**src/design/assert_macros.svh**
```systemverilog
// Assertion macros used by the loader top module.
`ifndef ASSERT_MACROS_SVH
`define ASSERT_MACROS_SVH
`ifndef SYNTH
`define ASSERT_CLK(lbl, prop) \
  lbl: assert property (@(posedge clk_i) disable iff (!rst_ni) prop) \
    else $error("assertion failed");
`define ASSERT_NEVER(lbl, expr) \
  lbl: assert property (@(posedge clk_i) disable iff (!rst_ni) !(expr)) \
    else $error("forbidden condition seen");
`else
`define ASSERT_CLK(lbl, prop)
`define ASSERT_NEVER(lbl, expr)
`endif
`endif

```
**src/design/srec_pkg.sv**
```systemverilog
// Types, constants and character helpers for the S-record loader.
package srec_pkg;

  localparam int unsigned OFFSET_W  = 17;
  localparam int unsigned IMG_LEN_W = 18;
  localparam int unsigned ADDR_W    = 32;

  localparam logic [7:0] CH_LF = 8'h0A;
  localparam logic [7:0] CH_S  = 8'h53;
  localparam logic [7:0] CH_0  = 8'h30;
  localparam logic [7:0] CH_1  = 8'h31;
  localparam logic [7:0] CH_3  = 8'h33;
  localparam logic [7:0] CH_7  = 8'h37;
  localparam logic [7:0] CH_8  = 8'h38;
  localparam logic [7:0] CH_9  = 8'h39;
  localparam logic [7:0] CH_UA = 8'h41;
  localparam logic [7:0] CH_UF = 8'h46;
  localparam logic [7:0] CH_LA = 8'h61;
  localparam logic [7:0] CH_LF_HEX = 8'h66;

  typedef enum logic [1:0] {
    KIND_DATA  = 2'd0,
    KIND_DONE  = 2'd1,
    KIND_ERROR = 2'd2
  } kind_e;

  typedef enum logic [2:0] {
    ERR_NONE       = 3'd0,
    ERR_BAD_FORMAT = 3'd1,
    ERR_BAD_HEADER = 3'd2,
    ERR_BELOW_BASE = 3'd3,
    ERR_TOO_LARGE  = 3'd4
  } err_e;

  typedef struct packed {
    kind_e                  kind;
    logic [OFFSET_W-1:0]    offset;
    logic [7:0]             data_byte;
    err_e                   error_code;
    logic [IMG_LEN_W-1:0]   image_length;
    logic [ADDR_W-1:0]      detected_base;
  } result_t;

  function automatic logic is_digit(input logic [7:0] c);
    return (c >= CH_0) && (c <= CH_9);
  endfunction

  function automatic logic is_hex(input logic [7:0] c);
    return is_digit(c) || ((c >= CH_LA) && (c <= CH_LF_HEX)) ||
           ((c >= CH_UA) && (c <= CH_UF));
  endfunction

  // Non-digits map to (c + 9) mod 16; case folding only touches bit 5.
  function automatic logic [3:0] nibble(input logic [7:0] c);
    return is_digit(c) ? c[3:0] : (c[3:0] + 4'd9);
  endfunction

endpackage

```
**src/design/srecord_image_loader_top.sv**
```systemverilog
// S-record loader: character parser with a two-entry result buffer.
//
// Usage:
//   Input channel (in_valid_i / in_stall_o) carries one text character per
//   transaction in ch_i, or an end-of-input mark in end_of_file_i.
//   Output channel (out_valid_o / out_stall_i) carries data-byte writes
//   (kind 0, with offset and data), a finish (kind 1) or an error (kind 2).
//   cfg_valid_i / cfg_ready_o writes the load base; zero means the first
//   record address becomes the base. Write it only while the block is idle.
// Timing:
//   One character per cycle while in_stall_o is low. Each result is registered
//   in the output register or, if that holds an untaken result, the skid
//   register. The two let the parser keep taking characters while the receiver
//   stalls; in_stall_o rises only when both hold a result.
// Reset:
//   Parser at start of line, base zero, image length zero, not halted.
//   After a finish or an error the block swallows input with no results
//   until the next reset.
module srecord_image_loader_top #(
  parameter int unsigned IMAGE_BYTES = 131072
) (
  input  logic        clk_i,
  input  logic        rst_ni,
  input  logic        in_valid_i,
  output logic        in_stall_o,
  input  logic [7:0]  ch_i,
  input  logic        end_of_file_i,
  output logic        out_valid_o,
  input  logic        out_stall_i,
  output logic [1:0]  kind_o,
  output logic [16:0] offset_o,
  output logic [7:0]  data_byte_o,
  output logic [2:0]  error_code_o,
  output logic [17:0] image_length_o,
  output logic [31:0] detected_base_o,
  input  logic        cfg_valid_i,
  output logic        cfg_ready_o,
  input  logic [31:0] cfg_data_i
);

  `include "assert_macros.svh"

  localparam int unsigned LenW = $clog2(IMAGE_BYTES + 1);
  localparam int unsigned AW   = srec_pkg::ADDR_W;

  typedef enum logic [3:0] {
    POS_START  = 4'd0,
    POS_TYPE   = 4'd1,
    POS_CNT_HI = 4'd2,
    POS_CNT_LO = 4'd3,
    POS_ADR_HI = 4'd4,
    POS_ADR_LO = 4'd5,
    POS_DAT_HI = 4'd6,
    POS_DAT_LO = 4'd7,
    POS_SKIP   = 4'd8
  } pos_e;

  pos_e            pos_q, pos_d;
  logic [1:0]      rtype_q, rtype_d;
  logic [7:0]      left_q, left_d;
  logic [2:0]      abl_q, abl_d;
  logic [AW-1:0]   addr_q, addr_d;
  logic [3:0]      hnib_q, hnib_d;
  logic [AW-1:0]   base_q, base_d;
  logic [LenW-1:0] len_q, len_d;
  logic            halted_q, halted_d;

  srec_pkg::result_t out_q, skid_q, res;
  logic              out_valid_q, skid_valid_q, res_valid;

  logic          in_fire, out_fire;
  logic [3:0]    nib;
  logic [7:0]    byte_val;
  logic [2:0]    abl_m1;
  logic [AW-1:0] addr_full, base_new, addr_rel, addr_inc;
  logic [AW:0]   end_sum;
  logic [8:0]    hdr_need;

  assign in_fire     = in_valid_i & ~in_stall_o;
  assign out_fire    = out_valid_q & ~out_stall_i;
  assign in_stall_o  = skid_valid_q;
  assign cfg_ready_o = 1'b1;

  assign nib       = srec_pkg::nibble(ch_i);
  assign byte_val  = {hnib_q, nib};
  assign abl_m1    = abl_q - 3'd1;
  assign addr_full = {addr_q[AW-9:0], hnib_q, nib};
  assign base_new  = (base_q == '0) ? addr_full : base_q;
  assign addr_rel  = addr_full - base_new;
  assign end_sum   = {1'b0, addr_rel} + (AW+1)'(left_q);
  assign addr_inc  = addr_q + AW'(1);
  assign hdr_need  = 9'(rtype_d) + 9'd2;

  always_comb begin
    pos_d     = pos_q;
    rtype_d   = rtype_q;
    left_d    = left_q;
    abl_d     = abl_q;
    addr_d    = addr_q;
    hnib_d    = hnib_q;
    base_d    = base_q;
    len_d     = len_q;
    halted_d  = halted_q;
    res_valid = 1'b0;
    res       = '0;

    if (in_fire && !halted_q) begin
      if (end_of_file_i) begin
        res_valid = 1'b1;
        if (pos_q == POS_TYPE || pos_q == POS_CNT_HI || pos_q == POS_CNT_LO) begin
          res.kind       = srec_pkg::KIND_ERROR;
          res.error_code = srec_pkg::ERR_BAD_HEADER;
        end else begin
          res.kind = srec_pkg::KIND_DONE;
        end
      end else begin
        unique case (pos_q)
          POS_START: begin
            if (ch_i == srec_pkg::CH_S) begin
              pos_d = POS_TYPE;
            end else if (ch_i != srec_pkg::CH_LF) begin
              res_valid = 1'b1;
              if (len_q == '0) begin
                res.kind = srec_pkg::KIND_DONE;
              end else begin
                res.kind       = srec_pkg::KIND_ERROR;
                res.error_code = srec_pkg::ERR_BAD_FORMAT;
              end
            end
          end
          POS_TYPE: begin
            if (ch_i == srec_pkg::CH_7 || ch_i == srec_pkg::CH_8 ||
                ch_i == srec_pkg::CH_9) begin
              res_valid = 1'b1;
              res.kind  = srec_pkg::KIND_DONE;
            end else if (ch_i == srec_pkg::CH_LF) begin
              res_valid      = 1'b1;
              res.kind       = srec_pkg::KIND_ERROR;
              res.error_code = srec_pkg::ERR_BAD_HEADER;
            end else begin
              rtype_d = (ch_i >= srec_pkg::CH_1 && ch_i <= srec_pkg::CH_3) ?
                        ch_i[1:0] : 2'd0;
              pos_d   = POS_CNT_HI;
            end
          end
          POS_CNT_HI, POS_CNT_LO: begin
            if (!srec_pkg::is_hex(ch_i)) begin
              res_valid      = 1'b1;
              res.kind       = srec_pkg::KIND_ERROR;
              res.error_code = srec_pkg::ERR_BAD_HEADER;
            end else if (pos_q == POS_CNT_HI) begin
              hnib_d = nib;
              pos_d  = POS_CNT_LO;
            end else if (rtype_q == 2'd0) begin
              pos_d = POS_SKIP;
            end else begin
              // count covers address bytes and checksum
              abl_d  = 3'(rtype_q) + 3'd1;
              left_d = (9'(byte_val) >= hdr_need) ? 8'(9'(byte_val) - hdr_need) : 8'd0;
              addr_d = '0;
              pos_d  = POS_ADR_HI;
            end
          end
          POS_ADR_HI, POS_DAT_HI: begin
            if (ch_i == srec_pkg::CH_LF) begin
              pos_d = POS_START;
            end else begin
              hnib_d = nib;
              pos_d  = (pos_q == POS_ADR_HI) ? POS_ADR_LO : POS_DAT_LO;
            end
          end
          POS_ADR_LO: begin
            if (ch_i == srec_pkg::CH_LF) begin
              pos_d = POS_START;
            end else begin
              abl_d = abl_m1;
              if (abl_m1 != 3'd0) begin
                addr_d = addr_full;
                pos_d  = POS_ADR_HI;
              end else begin
                base_d = base_new;
                addr_d = addr_rel;
                if (addr_full < base_new) begin
                  res_valid      = 1'b1;
                  res.kind       = srec_pkg::KIND_ERROR;
                  res.error_code = srec_pkg::ERR_BELOW_BASE;
                end else if (end_sum > (AW+1)'(IMAGE_BYTES)) begin
                  res_valid      = 1'b1;
                  res.kind       = srec_pkg::KIND_ERROR;
                  res.error_code = srec_pkg::ERR_TOO_LARGE;
                end else begin
                  pos_d = (left_q != '0) ? POS_DAT_HI : POS_SKIP;
                end
              end
            end
          end
          POS_DAT_LO: begin
            if (ch_i == srec_pkg::CH_LF) begin
              pos_d = POS_START;
            end else begin
              addr_d = addr_inc;
              if (addr_inc > AW'(len_q)) begin
                len_d = LenW'(addr_inc);
              end
              left_d        = left_q - 8'd1;
              pos_d         = (left_q != 8'd1) ? POS_DAT_HI : POS_SKIP;
              res_valid     = 1'b1;
              res.kind      = srec_pkg::KIND_DATA;
              res.offset    = srec_pkg::OFFSET_W'(addr_q);
              res.data_byte = byte_val;
            end
          end
          default: begin
            if (ch_i == srec_pkg::CH_LF) begin
              pos_d = POS_START;
            end
          end
        endcase
      end
    end

    res.image_length  = srec_pkg::IMG_LEN_W'(len_d);
    res.detected_base = base_d;
    if (res_valid && res.kind != srec_pkg::KIND_DATA) begin
      halted_d = 1'b1;
    end
  end

  always_ff @(posedge clk_i or negedge rst_ni) begin
    if (!rst_ni) begin
      pos_q        <= POS_START;
      rtype_q      <= '0;
      left_q       <= '0;
      abl_q        <= '0;
      addr_q       <= '0;
      hnib_q       <= '0;
      base_q       <= '0;
      len_q        <= '0;
      halted_q     <= 1'b0;
      out_valid_q  <= 1'b0;
      skid_valid_q <= 1'b0;
      out_q        <= '0;
      skid_q       <= '0;
    end else begin
      pos_q    <= pos_d;
      rtype_q  <= rtype_d;
      left_q   <= left_d;
      abl_q    <= abl_d;
      addr_q   <= addr_d;
      hnib_q   <= hnib_d;
      len_q    <= len_d;
      halted_q <= halted_d;
      if (cfg_valid_i && cfg_ready_o) begin
        base_q <= cfg_data_i;
      end else begin
        base_q <= base_d;
      end
      // result buffer: skid entry drains first, in_stall_o holds input meanwhile
      if (skid_valid_q) begin
        if (out_fire) begin
          out_q        <= skid_q;
          skid_valid_q <= 1'b0;
        end
      end else if (res_valid) begin
        if (!out_valid_q || out_fire) begin
          out_q       <= res;
          out_valid_q <= 1'b1;
        end else begin
          skid_q       <= res;
          skid_valid_q <= 1'b1;
        end
      end else if (out_fire) begin
        out_valid_q <= 1'b0;
      end
    end
  end

  assign out_valid_o     = out_valid_q;
  assign kind_o          = out_q.kind;
  assign offset_o        = out_q.offset;
  assign data_byte_o     = out_q.data_byte;
  assign error_code_o    = out_q.error_code;
  assign image_length_o  = out_q.image_length;
  assign detected_base_o = out_q.detected_base;

  `ASSERT_NEVER(a_skid_without_out, skid_valid_q && !out_valid_q)
  `ASSERT_CLK(a_halt_sticks, halted_q |=> halted_q)
  `ASSERT_CLK(a_end_result_halts,
    (res_valid && res.kind != srec_pkg::KIND_DATA) |=> halted_q)
  `ASSERT_CLK(a_data_in_image,
    (pos_q == POS_DAT_HI || pos_q == POS_DAT_LO) |-> (addr_q < AW'(IMAGE_BYTES)))
  `ASSERT_NEVER(a_result_when_halted, halted_q && res_valid)

endmodule
```
**config.mk**
```make
export PLATFORM = sky130hd
export DESIGN_NAME = srecord_image_loader_top
export DESIGN_NICKNAME = d
export VERILOG_FILES = /design/src/design/srec_pkg.sv /design/src/design/srecord_image_loader_top.sv
export VERILOG_INCLUDE_DIRS = /design/src /design/src/design
export SDC_FILE = /design/constraint.sdc
export NUM_CORES = 1
export LEC_CHECK = 0
export CAP_MARGIN = 10
export CORE_UTILIZATION = 55
export CTS_CLUSTER_DIAMETER = 60
export DETAILED_ROUTE_END_ITERATION = 10
export DONT_BUFFER_PORTS = 1
export GPL_TIMING_DRIVEN = 0
export PLACE_DENSITY = 0.7
export SETUP_SLACK_MARGIN = 0.2
export SLEW_MARGIN = 20
export SYNTH_ARGS = -nofsm -noshare
export SYNTH_HDL_FRONTEND = slang
export SYNTH_SLANG_ARGS = --single-unit
```
**constraint.sdc**
```tcl
create_clock -name clk_i -period 12.3 [get_ports clk_i]
set_input_delay 0.615 -clock clk_i [delete_from_list [all_inputs] [get_ports clk_i]]
set_output_delay 0.615 -clock clk_i [all_outputs]
set_load 0.02 [all_outputs]
```
==> flow_metrics.tcl <==
set metrics [dict create \
    cap_violations 0 \
    synth_area_sq_mm 0.01770 \
    dr_wl_met3_mm 5.369 \
    dp_hpwl_mm 47.00 \
    worstSetupEndpointType "flop" \
    drive_gt1_frac 0.08449 \
    synth_top_family_by_area "compound AO/OA/AOI/OAI gates" \
    status "complete, no violations" \
    synth_edf_count 0 \
    grt-ovfl-total 0 \
    clockRootBuffer "clkbuf_16" \
    synth.net_count 2148 \
    seq_area_sq_mm 0.006656 \
    vias 16470 \
    ant_nets 0 \
    synth.yosys.seq_area_share 0.3762 \
    finalNonFillerCells 2491 \
    routed_wl_mm 61.19 \
    fp.dieArea_sq_mm 0.03290 \
    ys.warnings.count 0 \
    die_y_um 181.4 \
    layout_worst_path_cycle_share 0.7178 \
    crit_fanout 10 \
    clk_pin_slew_ns 0.07 \
    yosys.area.top_type "dfrtp_1" \
    fin_util 0.6105 \
    dp.cells 2431 \
    synth_compound_area_frac 0.2231 \
    grt_pass1_vias 15800 \
    finClkSkew_ns 0.02679 \
    start_util 0.5593 \
    crit_path_top_delay_cell "nor2_1" \
    worst_pin_slew_ns 1.184 \
    nets 2183 \
    drt_iter0_markers 1787 \
    cpMostUsedCell "a21oi_1" \
    synth_common_cells "266 x dfrtp_1, 183 x nand2_1, 166 x nor2_1" \
    rows 65 \
    r2r_start "base_q[27]" \
    synth-adder-area-share 0.05246 \
    finalSetupTns_ns 0 \
    synth-simple-area-share 0.1761 \
    yosysMostFrequentCell "dfrtp_1" \
    drt-vias-per-instance 6.612 \
    finalHoldViolCount 0 \
    cts_tree "yes" \
    post-route-min-period_ns 8.829 \
    clock-sinks 266 \
    ir_drop_mv 0.1801 \
    cp.arrival_ns 9.31 \
    postCtsSetupBuffers 0 \
    die_w_um 181.4 \
    maxSlewViolCount 0 \
    met2_length_mm 27.41 \
    core_area_sq_mm 0.03164 \
    ff2ff_path_depth 29 \
    met1Wirelength_mm 26.00 \
    synth_area_per_cell_sq_um 8.721 \
    cts_resized 0 \
    hold_path_class "in -> async" \
    slowest_delay_ns 0.60 \
    fillCellCount 2766 \
    place_congestion 1.038 \
    wl_per_cell_um 24.56 \
    synth.area.top_cells "dfrtp_1 38%, ha_1 5.0%, a21oi_1 4.4%" \
    synthDistinctLibCells 90 \
    grt_pass1_wl_mm 94.03 \
    p_leak_nw 8.511 \
    cts_buffer_depth 3 \
    synth_cells 2029 \
    io_pins 129 \
    powerDensity_mw_per_mm2 221.7 \
    cts_buffers 30 \
    drc 0 \
    clk_latency_ns 0.57 \
    h-tree-depth 1 \
    synthArstFlopShare 1.000 \
    ys.flop_type "dfrtp_1" \
    reg2reg_to "offset_o[11]" \
    dr.pass1.iters 6 \
    r2r_slack_ns 3.47 \
    cp.required_ns 12.78 \
    fmax_ghz 0.1133 \
    cp-start-kind "flop" \
    synth-xor-area-share 0.02376 \
    postCtsHoldBufs 1 \
    finalSetupViolCount 0 \
    yosysTopAreaCellShare 0.3762 \
    antenna_found_initial 8 \
    synth_mux_area_frac 0.08831 \
    highest_layer "met5" \
    ys_seq_elements 266 \
    critical_path_class "reg -> reg" \
    rsz0062_at_grt "false" \
    area_delta_synth_final_pct 9.150 \
    relSlewSlack 0.2054 \
    grt_max_degree 267 \
    portBuffers 0 \
    multi_input_area_sq_mm 0.009993 \
    grt_util_all_layers 0.3708 \
]
worst max path at each step:
stage | startpoint | to | slack (ns) | cells past startpoint
CTS | base_q[27] | offset_o[11] | 3.70 | 29
global route | base_q[27] | offset_o[15] | 3.01 | 29
finish | base_q[27] | offset_o[11] | 3.47 | 29
global placement | ch_i[0] | image_length_o[4] | 3.33 | 30
floorplan | ch_i[0] | skid_q[15] | 5.64 | 30
detailed placement | ch_i[0] | offset_o[16] | 3.37 | 31
kinds of logic (layout without fill, tap and decap cells):
logic type               count (synthesis)  after routing
multiplexers                           142            142
XOR/XNOR                                48             48
adder cells (fa/ha/maj)                 73             73
buffers and inverters                  263            317
AO/OA/AOI/OAI                          594            594
flip-flops                             266            266
AND/OR/NAND/NOR                        642            642
other                                    1              7
worst max-delay path, delay by kind of cell, from the launching register on:
kind / cells / cell delay, ns
simple gates: 10 / 3.19
xor+xnor: 1 / 0.16
mux: 1 / 0.36
compound gates: 10 / 2.68
flops: 1 / 0.39
buf+inv: 4 / 1.07
fa+ha+maj: 3 / 0.87
routing by layer:
metal / vias up / track usage
met5: - / 0
met4: 4 / 0.1325
met3: 145 / 0.06117
met2: 831 / 0.5874
met1: 8057 / 0.5140
li1: 7434 / -
sequential cells by signal, summed over array words and instances (netlist names), 2 cells and up:
name / cells
abl_q: 3
addr_q: 32
base_q: 32
data_byte_o: 8
detected_base_o: 32
error_code_o: 3
hnib_q: 4
image_length_o: 18
kind_o: 2
left_q: 8
len_q: 18
offset_o: 17
pos_q: 4
rtype_q: 2
skid_q: 80
cell type report:
cell class	instances	share of cell area
Tap cell	402	0.02604
Clock inverter	10	0.006284
Inverter	139	0.02701
Buffer	124	0.02786
Clock buffer	41	0.04573
Sequential cell	266	0.3446
Timing Repair Buffer	3	0.004275
Antenna cell	6	0.0007774
Multi-Input combinational cell	1500	0.5174
placed cells by master, fill, tap and decap left out, drive strengths merged, types with 7 or more instances in the layout:
cell     instances
a2111oi          7
a211oi          47
a21o            50
a21oi          154
a22oi           29
a31oi           18
and2            17
and3            14
buf             31
clkbuf         137
dfrtp          266
ha              71
inv            141
mux2           110
mux2i           32
nand2          184
nand2b          14
nand3           44
nand4           29
nor2           167
nor2b           16
nor3            71
nor4            33
o211ai           9
o21a            12
o21ai          146
o21bai           7
o221a           19
o221ai           7
o22ai            7
o31ai           12
or3             27
xnor2           29
xor2            19
stage by stage:
stage                     hold slack (ns)  setup slack, ns  power (mW)  cell area [sq um]
after floorplan                    0.3194            5.638       2.759              17700
after detailed placement           0.3250            3.368       3.299              18210
after global routing               0.1715            3.010       4.525              19310
after CTS                          0.1616            3.701       4.246              19240
final                              0.1648            3.471       4.283              19310
after global placement             0.3275            3.327       3.261              18200
where the power goes:
group | internal [mW] | leakage [nW] | switching, mW
Sequential | 1.17 | 3.32 | 0.396
Combinational | 0.645 | 4.71 | 1.16
Clock | 0.542 | 0.488 | 0.373
No activity file was read; power rests on OpenSTA's default activity.
